`config.mk`:
```
export PLATFORM = sky130hd
export DESIGN_NAME = gtp_isqrt
export DESIGN_NICKNAME = d
export VERILOG_FILES = /design/src/rtl/gtp_pkg.sv /design/src/rtl/gtp_isqrt.sv
export SDC_FILE = /design/constraint.sdc
export NUM_CORES = 1
export LEC_CHECK = 0
export BUFFER_PORTS_ARGS = -buffer_cell sky130_fd_sc_hd__clkbuf_2
export CAP_MARGIN = 30
export CORE_MARGIN = 3
export CORE_UTILIZATION = 40
export DETAILED_ROUTE_END_ITERATION = 10
export PLACE_DENSITY = 0.55
export SLEW_MARGIN = 25
export SYNTH_ARGS = -nofsm -noshare
export SYNTH_HDL_FRONTEND = slang
export SYNTH_SLANG_ARGS = --single-unit
```
`constraint.sdc`:
```
create_clock -name clk_i -period 7.55 [get_ports clk_i]
set_input_delay 0.755 -clock clk_i [delete_from_list [all_inputs] [get_ports clk_i]]
set_output_delay 0.755 -clock clk_i [all_outputs]
set_load 0.05 [all_outputs]
```
`src/rtl/gtp_pkg.sv`:
```
`timescale 1ns / 1ps

package gtp_pkg;

  localparam int unsigned CordW = 48;
  localparam int unsigned ZW    = 26;
  localparam int unsigned SqW   = 42;
  localparam int unsigned DistW = 21;

  typedef struct packed {
    logic signed [19:0] pos_x;
    logic signed [19:0] pos_y;
    logic signed [15:0] quat_x;
    logic signed [15:0] quat_y;
    logic signed [15:0] quat_z;
    logic signed [15:0] quat_w;
  } in_t;

  typedef struct packed {
    logic        [15:0] forward_speed;
    logic signed [15:0] turn_rate;
    logic        [1:0]  mode;
  } out_t;

  typedef enum logic [1:0] {
    MODE_DRIVE   = 2'd0,
    MODE_TURN    = 2'd1,
    MODE_REACHED = 2'd2
  } mode_e;

  typedef enum logic [2:0] {
    REG_GOAL_X       = 3'd0,
    REG_GOAL_Y       = 3'd1,
    REG_GOAL_HEADING = 3'd2,
    REG_POS_TOL      = 3'd3,
    REG_HEAD_TOL     = 3'd4,
    REG_DIST_GAIN    = 3'd5,
    REG_TURN_GAIN    = 3'd6,
    REG_SPEED_LIMITS = 3'd7
  } reg_e;

  typedef enum logic [2:0] {
    ST_IDLE,
    ST_PROD,
    ST_SUM,
    ST_LAUNCH,
    ST_WAIT,
    ST_MUL1,
    ST_MUL2,
    ST_FIN
  } state_e;

  localparam logic TAG_YAW     = 1'b0;
  localparam logic TAG_BEARING = 1'b1;

  localparam logic signed [ZW-1:0] HalfTurn = 26'sd8388608;

  // Vector and angle handed from cell to cell
  typedef struct packed {
    logic                    valid;
    logic                    tag;
    logic                    zero;
    logic signed [CordW-1:0] x;
    logic signed [CordW-1:0] y;
    logic signed [ZW-1:0]    z;
  } cell_t;

  // Arctangent of 2^-i in units of 2^-24 turn
  function automatic logic signed [ZW-1:0] atan_at(input logic [4:0] idx);
    logic signed [ZW-1:0] a;
    unique case (idx)
      5'd0:    a = 26'sd2097152;
      5'd1:    a = 26'sd1238021;
      5'd2:    a = 26'sd654136;
      5'd3:    a = 26'sd332050;
      5'd4:    a = 26'sd166669;
      5'd5:    a = 26'sd83416;
      5'd6:    a = 26'sd41718;
      5'd7:    a = 26'sd20860;
      5'd8:    a = 26'sd10430;
      5'd9:    a = 26'sd5215;
      5'd10:   a = 26'sd2608;
      5'd11:   a = 26'sd1304;
      5'd12:   a = 26'sd652;
      5'd13:   a = 26'sd326;
      5'd14:   a = 26'sd163;
      5'd15:   a = 26'sd81;
      5'd16:   a = 26'sd41;
      5'd17:   a = 26'sd20;
      5'd18:   a = 26'sd10;
      5'd19:   a = 26'sd5;
      5'd20:   a = 26'sd3;
      5'd21:   a = 26'sd1;
      5'd22:   a = 26'sd1;
      default: a = 26'sd0;
    endcase
    return a;
  endfunction

endpackage

```
`src/rtl/gtp_isqrt.sv`:
```
`timescale 1ns / 1ps

module gtp_isqrt import gtp_pkg::*; (
  input  logic             clk_i,
  input  logic             rst_ni,
  input  logic             start_i,
  input  logic [SqW-1:0]   radicand_i,
  output logic             busy_o,
  output logic [DistW-1:0] root_o
);

  localparam logic [SqW-1:0] StartBit = SqW'(1) << (SqW - 2);

  logic [SqW-1:0] rem_q, rem_d, root_q, root_d, bit_q, bit_d, trial;
  logic           busy_q, busy_d;

  always_comb begin
    trial  = root_q + bit_q;
    rem_d  = rem_q;
    root_d = root_q;
    bit_d  = bit_q;
    busy_d = busy_q;
    if (start_i) begin
      rem_d  = radicand_i;
      root_d = '0;
      bit_d  = StartBit;
      busy_d = 1'b1;
    end else if (busy_q) begin
      // one result bit per cycle
      if (rem_q >= trial) begin
        rem_d  = rem_q - trial;
        root_d = (root_q >> 1) + bit_q;
      end else begin
        root_d = root_q >> 1;
      end
      bit_d  = bit_q >> 2;
      busy_d = (bit_q != SqW'(1));
    end
  end

  always_ff @(posedge clk_i or negedge rst_ni) begin
    if (!rst_ni) begin
      busy_q <= 1'b0;
    end else begin
      busy_q <= busy_d;
    end
  end

  always_ff @(posedge clk_i) begin
    rem_q  <= rem_d;
    root_q <= root_d;
    bit_q  <= bit_d;
  end

  assign busy_o = busy_q;
  assign root_o = root_q[DistW-1:0];

endmodule

```
After elaboration in Yosys (flattened, before gate mapping)

Cells that the tools add are included.

Register bits after elaboration: 106
Bits of input ports: 45
Output and inout port bits: 22
Logic and storage cells: 18

Add/sub/neg operators: 3
Order comparisons: 1
Equality and inequality tests: 1
Mux-type cells: 6
Reductions and logical operators: 3

Operators by type and width:

| kind                | number |
|---|---|
| $mux 42             | 4 |
| $add 41x41->42      | 1 |
| $add 42x41->42      | 1 |
| $ge 42x42->1        | 1 |
| $sub 42x42->42      | 1 |
| $ne 21x1->1 const B | 1 |
| $reduce_bool 2->1   | 2 |
| $mux 1              | 2 |
| $reduce_and 2->1    | 1 |

Depth between registers and ports, before layout

Gate-level depths: netlist of the first run.

Word-level depth: 5
Gate-level depth with buffers: 23
Depth with buffers taken out: 21

Least setup slack after synthesis of the first run

Ideal clock, no wire load.

Path kind: register -> register
Start point: reg root_q[2]
End point: reg rem_q[0] (enable)
Setup time: 0.400 ns
Arrival: 5.460 ns
Data required time: 7.150 ns
Setup slack: 1.690 ns
Cell stages (with the launch flop): 22
Path buffers: 3
Clock period less this slack: 5.860 ns
Cell sequence: dfxtp_1 -> ha_1 -> a31oi_1 -> a211oi_1 -> nor4b_1 -> o31ai_1 -> a21oi_1 -> a21oi_1 -> a2111oi_0 -> nor2_1 -> xor2_1 -> ha_1 -> clkbuf_1 -> nand3_1 -> nand2b_1 -> or4_1 -> nand2_1 -> a21o_1 -> buf_2 -> buf_4 -> nand2_1 -> nand2_1

Cells in the longest elaborated chain, start to end: 4

Ends and longest elaborated chain:

| item                        | RTL line        | source |
|---|---|---|
| from (decl)                 | gtp_isqrt.sv:14 | `logic [SqW-1:0] rem_q, rem_d, root_q, root_d, bit_q, bit_d, trial;` |
| from (signal assigned)      | gtp_isqrt.sv:51 | `root_q <= root_d;` |
| $add 42x41->42              | gtp_isqrt.sv:18 | `trial = root_q + bit_q;` |
| $ge 42x42->1                | gtp_isqrt.sv:30 | `if (rem_q >= trial) begin` |
| $reduce_bool 2->1 (no line) | -               |  |
| $reduce_and 2->1 (no line)  | -               |  |
| to (signal assigned)        | gtp_isqrt.sv:50 | `rem_q <= rem_d;` |
| to (decl)                   | gtp_isqrt.sv:14 |  |

Every way passes these cells.
A chain may end at the register's enable or synchronous reset.

Final worst setup path of the first run

Start point: reg root_q[2]
End point: reg rem_q[14] (enable)

The elaborated chain is that of the path after synthesis.

==> metrics.md, run 1 <==
| Metric | Value |
|---|---|
| Worst reg2reg path endpoint | `rem_q[14]` |
| FF-to-FF setup slack | `1.25 ns` |
| Endpoints failing setup | `0` |
| Final-stage net count | `1322` |
| Insertion delay to the later sink of the worst-skew pair | `0.36 ns` |
| # IOs | `67` |
| Final weighted congestion in routability-driven placement | `0.8701` |
| Dominant cells by area after synthesis | `dfxtp_1 13%, edfxtp_1 13%, ha_1 11%, nand2_1 5.7%, o21ai_0 5.5%` |
| Synthesized netlist cell count | `1182` |
| Fill cell count | `2464` |
| Kind of end point of the critical path | `flip-flop` |
| Proportion of netlist area held by the largest area contributor | `13.13%` |
| Die Ht | `161.0 um` |
| Count of instances resized after the clock tree is built | `0` |
| Antenna diodes | `0` |
| TritonCTS Buffers | `9` |
| DRT Pass-1 Iters | `5` |
| P per Cell Area | `323.9 nW/um2` |
| Buffer type at the clock tree root | `clkbuf_16` |
| Global-route total usage across every layer | `20.21%` |
| # Post-CTS Setup Buffers | `0` |
| Setup slack of the critical path after layout | `1.252 ns` |
| Class of the tightest hold or removal check | `input pin to asynchronous set/reset pin` |
| Maximum cell stage delay along the critical path | `0.54 ns` |
| Total negative slack | `0 ns` |
| Post-cts hold buffer count | `0` |
| Number of input and output port buffers inserted | `66` |
| Post-detailed-routing wire length | `26.44 mm` |
| Run status | `completed` |
| Slowest library cell on the worst path | `or4_1` |
| Main synth FF type | `dfxtp_1` |
| Number of violations of the max-capacitance limit | `0` |
| Cell depth of the worst flop-to-flop path | `20` |
| Worst Path Max Fanout | `23` |
| Max H-tree Level | `3` |
| RSZ-0062 raised after global routing | `false` |
| Remaining antenna violation count after routing | `0` |
| Routed wire per std cell | `17.47 um` |
| Synth Net Count | `1314` |
| Critical Path, Cell by Cell | `ha_1, a31oi_1, a211oi_1, nor4b_1, o31ai_1, a21oi_1, a21oi_1, a2111oi_0, nor2_1, xor2_1, ha_1, nand3_1, nand2b_1, or4_1, nand2_1, a21o_1, buf_4, nand2_1, nand2_2, buf_4` |
| Reg-to-reg critical path startpoint | `root_q[2]` |
| Number of flops mapped to enable cells by yosys | `42` |
| Top library cells by usage in the layout, fill and taps aside | `144 x nand2_1, 105 x o21ai_0, 101 x nor2_1, 86 x ha_1` |
| Critical Path AT | `6.34 ns` |
| Footprint of the multi-input gates | `6569 um2` |
| Worst setup path category | `flip-flop to flip-flop` |
| Final global-route overflow total | `0` |
| CTS Buffer Depth | `2` |
| Slew margin rel. | `37.37%` |
| Post-route DRC violation count | `0` |
| Initial core utilization | `40.80%` |
| Average footprint of a synthesized cell | `8.126 um2` |
| Ratio of cells with drive above 1 in the final layout | `9.958%` |
| Final worst path period share | `83.41%` |
| Core ar. | `23540 um2` |
| Final count of hold timing violations | `0` |
| Sequential share of the synthesized area | `26.52%` |
| DP Wirelength | `19.94 mm` |
| Register area | `2549 um2` |
| Clk_skew | `0.01281 ns` |
| # clock sinks | `106` |
| Via count | `8555` |
| Area leader, netlist | `dfxtp_1` |
| Cell count after placement | `1497` |
| Clock slew at reported path FFs | `0.08 ns` |
| Number of warning messages in the yosys log | `0` |
| Proportion of register bits with asynchronous set or reset after synthesis | `0.9434%` |
| Layout overhead on the synthesized area | `7.880%` |
| Global-route wire length before repair | `42.36 mm` |
| Static Leakage | `4.164 nW` |
| DIE WIDTH | `161.0 um` |
| Site Rows | `56` |
| Required @ worst endpoint | `7.60 ns` |
| Synth unique cells | `73` |
| Timing-limited maximum frequency | `158.8 MHz` |
| Vias per cell | `5.651` |
| Critical Path Start Type | `flip-flop` |
| Largest net degree at the start of global routing | `82` |
| Slew of the pin with the lowest slew margin | `0.9385 ns` |
| Violation count after the first detailed-routing iteration | `524` |
| Worst setup slack after placement | `1.313 ns` |
| Maximum vdd ir drop | `171.8 uV` |
| Vias in the first global route | `8015` |
| Most frequent standard cell in the layout excluding fill and tap cells | `nand2_1` |
| Synth Register Bits | `106` |
| Count of pins over their slew limit | `0` |
| Non-filler instance count after layout | `1514` |
| Clock period minus worst slack | `6.298 ns` |
| Total Die Area | `25910 um2` |
| Post-Synthesis Cell Area | `9605 um2` |
| CTS tree | `yes` |
| Antenna violations before repair | `1` |
==> worst max path at each step <==
| stage | from | to | slack (ns) | cells past startpoint |
|---|---|---|---|---|
| global route | root_q[2] | rem_q[20] | 0.61 | 20 |
| detailed placement | root_q[2] | rem_q[10] | 1.31 | 20 |
| CTS | root_q[2] | rem_q[14] | 1.27 | 20 |
| finish | root_q[2] | rem_q[14] | 1.25 | 20 |
| floorplan | root_q[2] | rem_q[0] | 1.69 | 21 |
| global placement | root_q[2] | rem_q[10] | 1.40 | 20 |
==> stage by stage <==
step	utilization, %	total power, mW	area [um2]	hold slack, ns
global route	44.02	3.627	10360	0.1290
detailed placement	42.38	2.749	9977	0.5332
global placement	42.38	2.743	9977	0.5295
floorplan	-	2.366	9605	0.4594
finish	44.02	3.356	10360	0.1555
CTS	43.90	3.328	10330	0.1435
==> where the power goes <==
part	internal (mW)	switching [mW]
clock	0.325	0.243
combinational	0.771	1.14
sequential	0.793	0.0792
total	1.89	1.47
==> final cells by class <==
type	count	share of cell area, %
Multi-Input combinational cell	979	63.39
Sequential cell	106	24.60
Timing Repair Buffer	74	3.985
Tap cell	319	3.852
Clock buffer	11	2.548
Clock inverter	5	0.9056
Inverter	20	0.7245
==> state kept, by name (all words and copies together) (netlist names) <==
signal,count
busy_o,1
bit_q,21
root_q,42
rem_q,42
==> Yosys cell counts (all sizes together), types with 17 or more instances <==
| master | n |
|---|---|
| nand2 | 145 |
| o21ai | 109 |
| nor2 | 103 |
| ha | 86 |
| a21oi | 67 |
| dfxtp | 63 |
| xnor2 | 51 |
| edfxtp | 42 |
| xor2 | 42 |
| clkbuf | 41 |
| a31oi | 38 |
| mux2i | 37 |
| buf | 36 |
| a21o | 27 |
| nand4 | 25 |
| a211oi | 22 |
| a311oi | 21 |
| inv | 19 |
| nand3 | 17 |
| nor3 | 17 |
| or3 | 17 |
==> cells by family after synthesis <==
group	count (synthesis)	share of synthesized area [%]
adder cells (fa/ha/maj)	87	11.41
AO/OA/AOI/OAI	366	25.04
XOR/XNOR	93	8.480
multiplexers	43	4.559
AND/OR/NAND/NOR	390	18.85
buffers and inverters	97	5.145
flip-flops	106	26.52
==> worst max-delay path: cells and delay by family (launching register included) <==
family	cells	cell delay, ns
xor gates and xnor gates	1	0.16
AOI/OAI and AO/OA	7	1.89
DFF	1	0.38
adders and majority gates	2	0.79
and+or+nand+nor	8	2.01
buffers and inverters	2	0.75
==> routing by layer <==
metal / part of all wire, % / global-route usage [%] / vias to the layer above
met5: 0.034 / 0 / -
met2: 48 / 34.68 / 127
li1: - / - / 4394
met3: 3.0 / 2.966 / 27
met1: 47 / 26.82 / 4005
met4: 1.6 / 4.967 / 2
Note: power is estimated with default switching activity, not from simulation.
==> run 2: changes to the inputs <==
--- a/config.mk
+++ b/config.mk
@@ -10,7 +10,7 @@
 export CORE_MARGIN = 3
 export CORE_UTILIZATION = 40
 export DETAILED_ROUTE_END_ITERATION = 10
-export PLACE_DENSITY = 0.55
+export PLACE_DENSITY = 0.57
 export SLEW_MARGIN = 25
 export SYNTH_ARGS = -nofsm -noshare
 export SYNTH_HDL_FRONTEND = slang
==> constraint.sdc (replaced) <==
create_clock -name clk_i -period 5.3 [get_ports clk_i]
set_input_delay 0.53 -clock clk_i [delete_from_list [all_inputs] [get_ports clk_i]]
set_output_delay 0.53 -clock clk_i [all_outputs]
set_load 0.05 [all_outputs]
==> run 2 against run 1 <==
  * Register-to-register slack lost 0.96 ns
  * Routed wire length increased by 3.3%
  * First-iteration DRC count is 20% higher
  * Clock-buffer cell count shrank 2
  * Critical path depth grew 2
  * Total power increased by 43%
  * Non-clock buffer count rose by 38
==> metrics.md, run 2 (synthesis results as in run 1) <==
| Metric | Value |
|---|---|
| Antenna diodes | `0 (unchanged)` |
| Top library cells by usage in the layout, fill and taps aside | `143 x nand2_1, 103 x o21ai_0, 100 x nor2_1, 82 x ha_1, 65 x clkbuf_2` |
| Static Leakage | `4.375 nW (+5.1%)` |
| Timing-limited maximum frequency | `199.5 MHz (+26%)` |
| Regs by FF count | `rem_q: 42 flops, root_q: 42 flops, bit_q: 21 flops` |
| Final global-route overflow total | `0 (unchanged)` |
| Remaining antenna violation count after routing | `0 (unchanged)` |
| Routed wire per std cell | `17.61 um (+0.80%)` |
| Family with the most delay on the worst path | `compound AO/OA/AOI/OAI gates` |
| Number of input and output port buffers inserted | `66 (unchanged)` |
| Cell depth of the worst flop-to-flop path | `22 (+10%)` |
| Slowest library cell on the worst path | `or4_4` |
| P per Cell Area | `447.7 nW/um2 (+38%)` |
| Global-route wire length before repair | `43.19 mm (+2.0%)` |
| Max H-tree Level | `3 (unchanged)` |
| Run status | `completed` |
| Slew of the pin with the lowest slew margin | `0.8188 ns (-0.1197 ns)` |
| Required @ worst endpoint | `5.57 ns (-2.03 ns)` |
| Endpoint of the worst hold path | `rem_q[6]` |
| Min-Delay Path Depth | `3` |
| DRT Pass-1 Iters | `5 (unchanged)` |
| Worst reg2reg path endpoint | `root_q[3]` |
| Violation count after the first detailed-routing iteration | `628 (+20%)` |
| Final weighted congestion in routability-driven placement | `0.8854 (+1.8%)` |
| Launching element of the worst setup path | `bit_q[0]` |
| Worst hold margin | `0.4441 ns (+0.2886 ns)` |
| Maximum vdd ir drop | `249.5 uV (+45%)` |
| Initial core utilization | `40.80% (unchanged)` |
| CTS tree | `yes` |
| Site Rows | `56 (unchanged)` |
| DIE WIDTH | `161.0 um (unchanged)` |
| Layout overhead on the synthesized area | `11.96%` |
| Antenna violations before repair | `0 (-1)` |
| Worst setup path category | `flip-flop to flip-flop` |
| Most frequent standard cell in the layout excluding fill and tap cells | `nand2_1` |
| Class of the tightest hold or removal check | `input pin to flip-flop` |
| Crit path buffers/inverters | `2 (unchanged)` |
| Count of pins over their slew limit | `0 (unchanged)` |
| Final-stage net count | `1360 (+2.9%)` |
| Buffer type at the clock tree root | `clkbuf_16` |
| # IOs | `67 (unchanged)` |
| Insertion delay to the later sink of the worst-skew pair | `0.36 ns (about the same)` |
| DP Wirelength | `20.56 mm (+3.1%)` |
| Via count | `8797 (+2.8%)` |
| Endpoints failing setup | `0 (unchanged)` |
| Kind of end point of the critical path | `flip-flop` |
| Die Ht | `161.0 um (unchanged)` |
| Global-route total usage across every layer | `20.50% (+0.29 points)` |
| CTS Buffer Depth | `2 (unchanged)` |
| FF-to-FF setup slack | `0.29 ns (-0.96 ns)` |
| Reg-to-reg critical path startpoint | `bit_q[0]` |
| Register area | `2550 um2 (about the same)` |
| Fill cell count | `2418 (-1.9%)` |
| Critical Path Start Type | `flip-flop` |
| Clock period minus worst slack | `5.012 ns (-1.285 ns)` |
| Ratio of cells with drive above 1 in the final layout | `14.19% (+4.2 points)` |
| # clock sinks | `106 (unchanged)` |
| Worst hold start | `radicand_i[6]` |
| Total Die Area | `25910 um2 (unchanged)` |
| Core ar. | `23540 um2 (unchanged)` |
| Final count of hold timing violations | `0 (unchanged)` |
| Footprint of the multi-input gates | `6679 um2 (+1.7%)` |
| Slew margin rel. | `45.08% (+7.7 points)` |
| Final worst path period share | `94.57% (+11 points)` |
| Maximum cell stage delay along the critical path | `0.47 ns (-0.07 ns)` |
| Clk_skew | `0.009904 ns (-0.002903 ns)` |
| Post-detailed-routing wire length | `27.32 mm (+3.3%)` |
| Number of violations of the max-capacitance limit | `0 (unchanged)` |
| Worst Path Max Fanout | `42 (+83%)` |
| Largest net degree at the start of global routing | `84 (+2.4%)` |
| Critical Path AT | `5.28 ns (-1.06 ns)` |
| Clock slew at reported path FFs | `0.08 ns (about the same)` |
| Critical Path, Cell by Cell | `ha_1, ha_1, a21oi_2, o21ai_0, a31oi_1, o31ai_1, buf_4, a32o_1, o31a_1, a31oi_2, mux2_2, nor2_4, ha_4, nand4_1, nor2_1, nand4_1, or4_4, nand2_2, a21oi_4, buf_12, or3_1, a311oi_1` |
| Post-route DRC violation count | `0 (unchanged)` |
| Total negative slack | `0 ns (unchanged)` |
| Vias per cell | `5.668 (+0.31%)` |
| Vias in the first global route | `8293 (+3.5%)` |
| TritonCTS Buffers | `9 (unchanged)` |
[run 2: cell types whose count changed in the layout (fill, tap and decap cells not counted), sizes merged]
| cell | delta |
|---|---|
| clkbuf | -1 |
| clkinvlp | +1 |
| dlygate4sd3 | +1 |
| bufinv | -2 |
| clkinv | +1 |
| buf | +36 |
| inv | +2 |
[run 2: power breakdown]
| part | total (mW) | internal, mW | switching [mW] | leakage, nW |
|---|---|---|---|---|
| logic | 2.89 | 1.21 | 1.68 | 3.28 |
| clock network | 0.683 | 0.329 | 0.354 | 0.141 |
| registers | 1.24 | 1.13 | 0.115 | 0.955 |
| total | 4.81 | 2.67 | 2.15 | 4.37 |
[run 2: timing repair]
item / 4_1_cts / 5_1_grt
resized for setup: 5 / 24
endpoints found under the setup margin: 72 / 88
setup buffers: 1 / 2
cloned: 0 / 2
endpoints found under the hold margin: 1 / 0
pin swaps: 1 / 6
hold buffers: 1 / 0
[run 2: worst max-delay path by stage]
stage,end,slack (ns),cells after the start
detailed placement,root_q[1],-0.16,22
finish,root_q[3],0.29,22
floorplan,rem_q[0],0.02,21
global route,root_q[29],-0.04,21
CTS,root_q[15],0.006,20
global placement,root_q[0],-0.11,22
[run 2: metal layers]
metal / vias to the layer above / part of all wire (%) / track usage (%)
met5: - / 0 / 0
li1: 4460 / - / -
met2: 161 / 49 / 36.18
met4: 0 / 1.3 / 4.732
met1: 4152 / 46 / 26.75
met3: 24 / 3.7 / 2.605
[run 2: metrics by stage]
| step | power [mW] | area, um2 | setup WS [ns] | util, % | cells |
|---|---|---|---|---|---|
| floorplan | 3.372 | 9613 | 0.01825 | - | 1182 |
| global placement | 4.008 | 10260 | -0.1064 | 43.58 | 1529 |
| detailed placement | 4.007 | 10260 | -0.1606 | 43.58 | 1529 |
| CTS | 4.734 | 10580 | 0.005682 | 44.96 | 1547 |
| global route | 5.192 | 10750 | -0.03549 | 45.68 | 1552 |
| finish | 4.815 | 10750 | 0.2878 | 45.68 | 1552 |
[run 2: layout make-up]
| cell class | instances | area share [%] |
|---|---|---|
| clock buffers | 9 | 2.094 |
| clock inverters | 7 | 0.5817 |
| inverters | 20 | 0.6981 |
| multi-input cells | 979 | 62.11 |
| flip-flops and latches | 106 | 23.71 |
| well taps | 319 | 3.711 |
| repair buffers | 112 | 7.097 |
[run 2: worst min-delay path, cell delays in order]
cell	delay, ns
clkbuf_2	0.07
nand2_1	0.04
o21ai_0	0.05
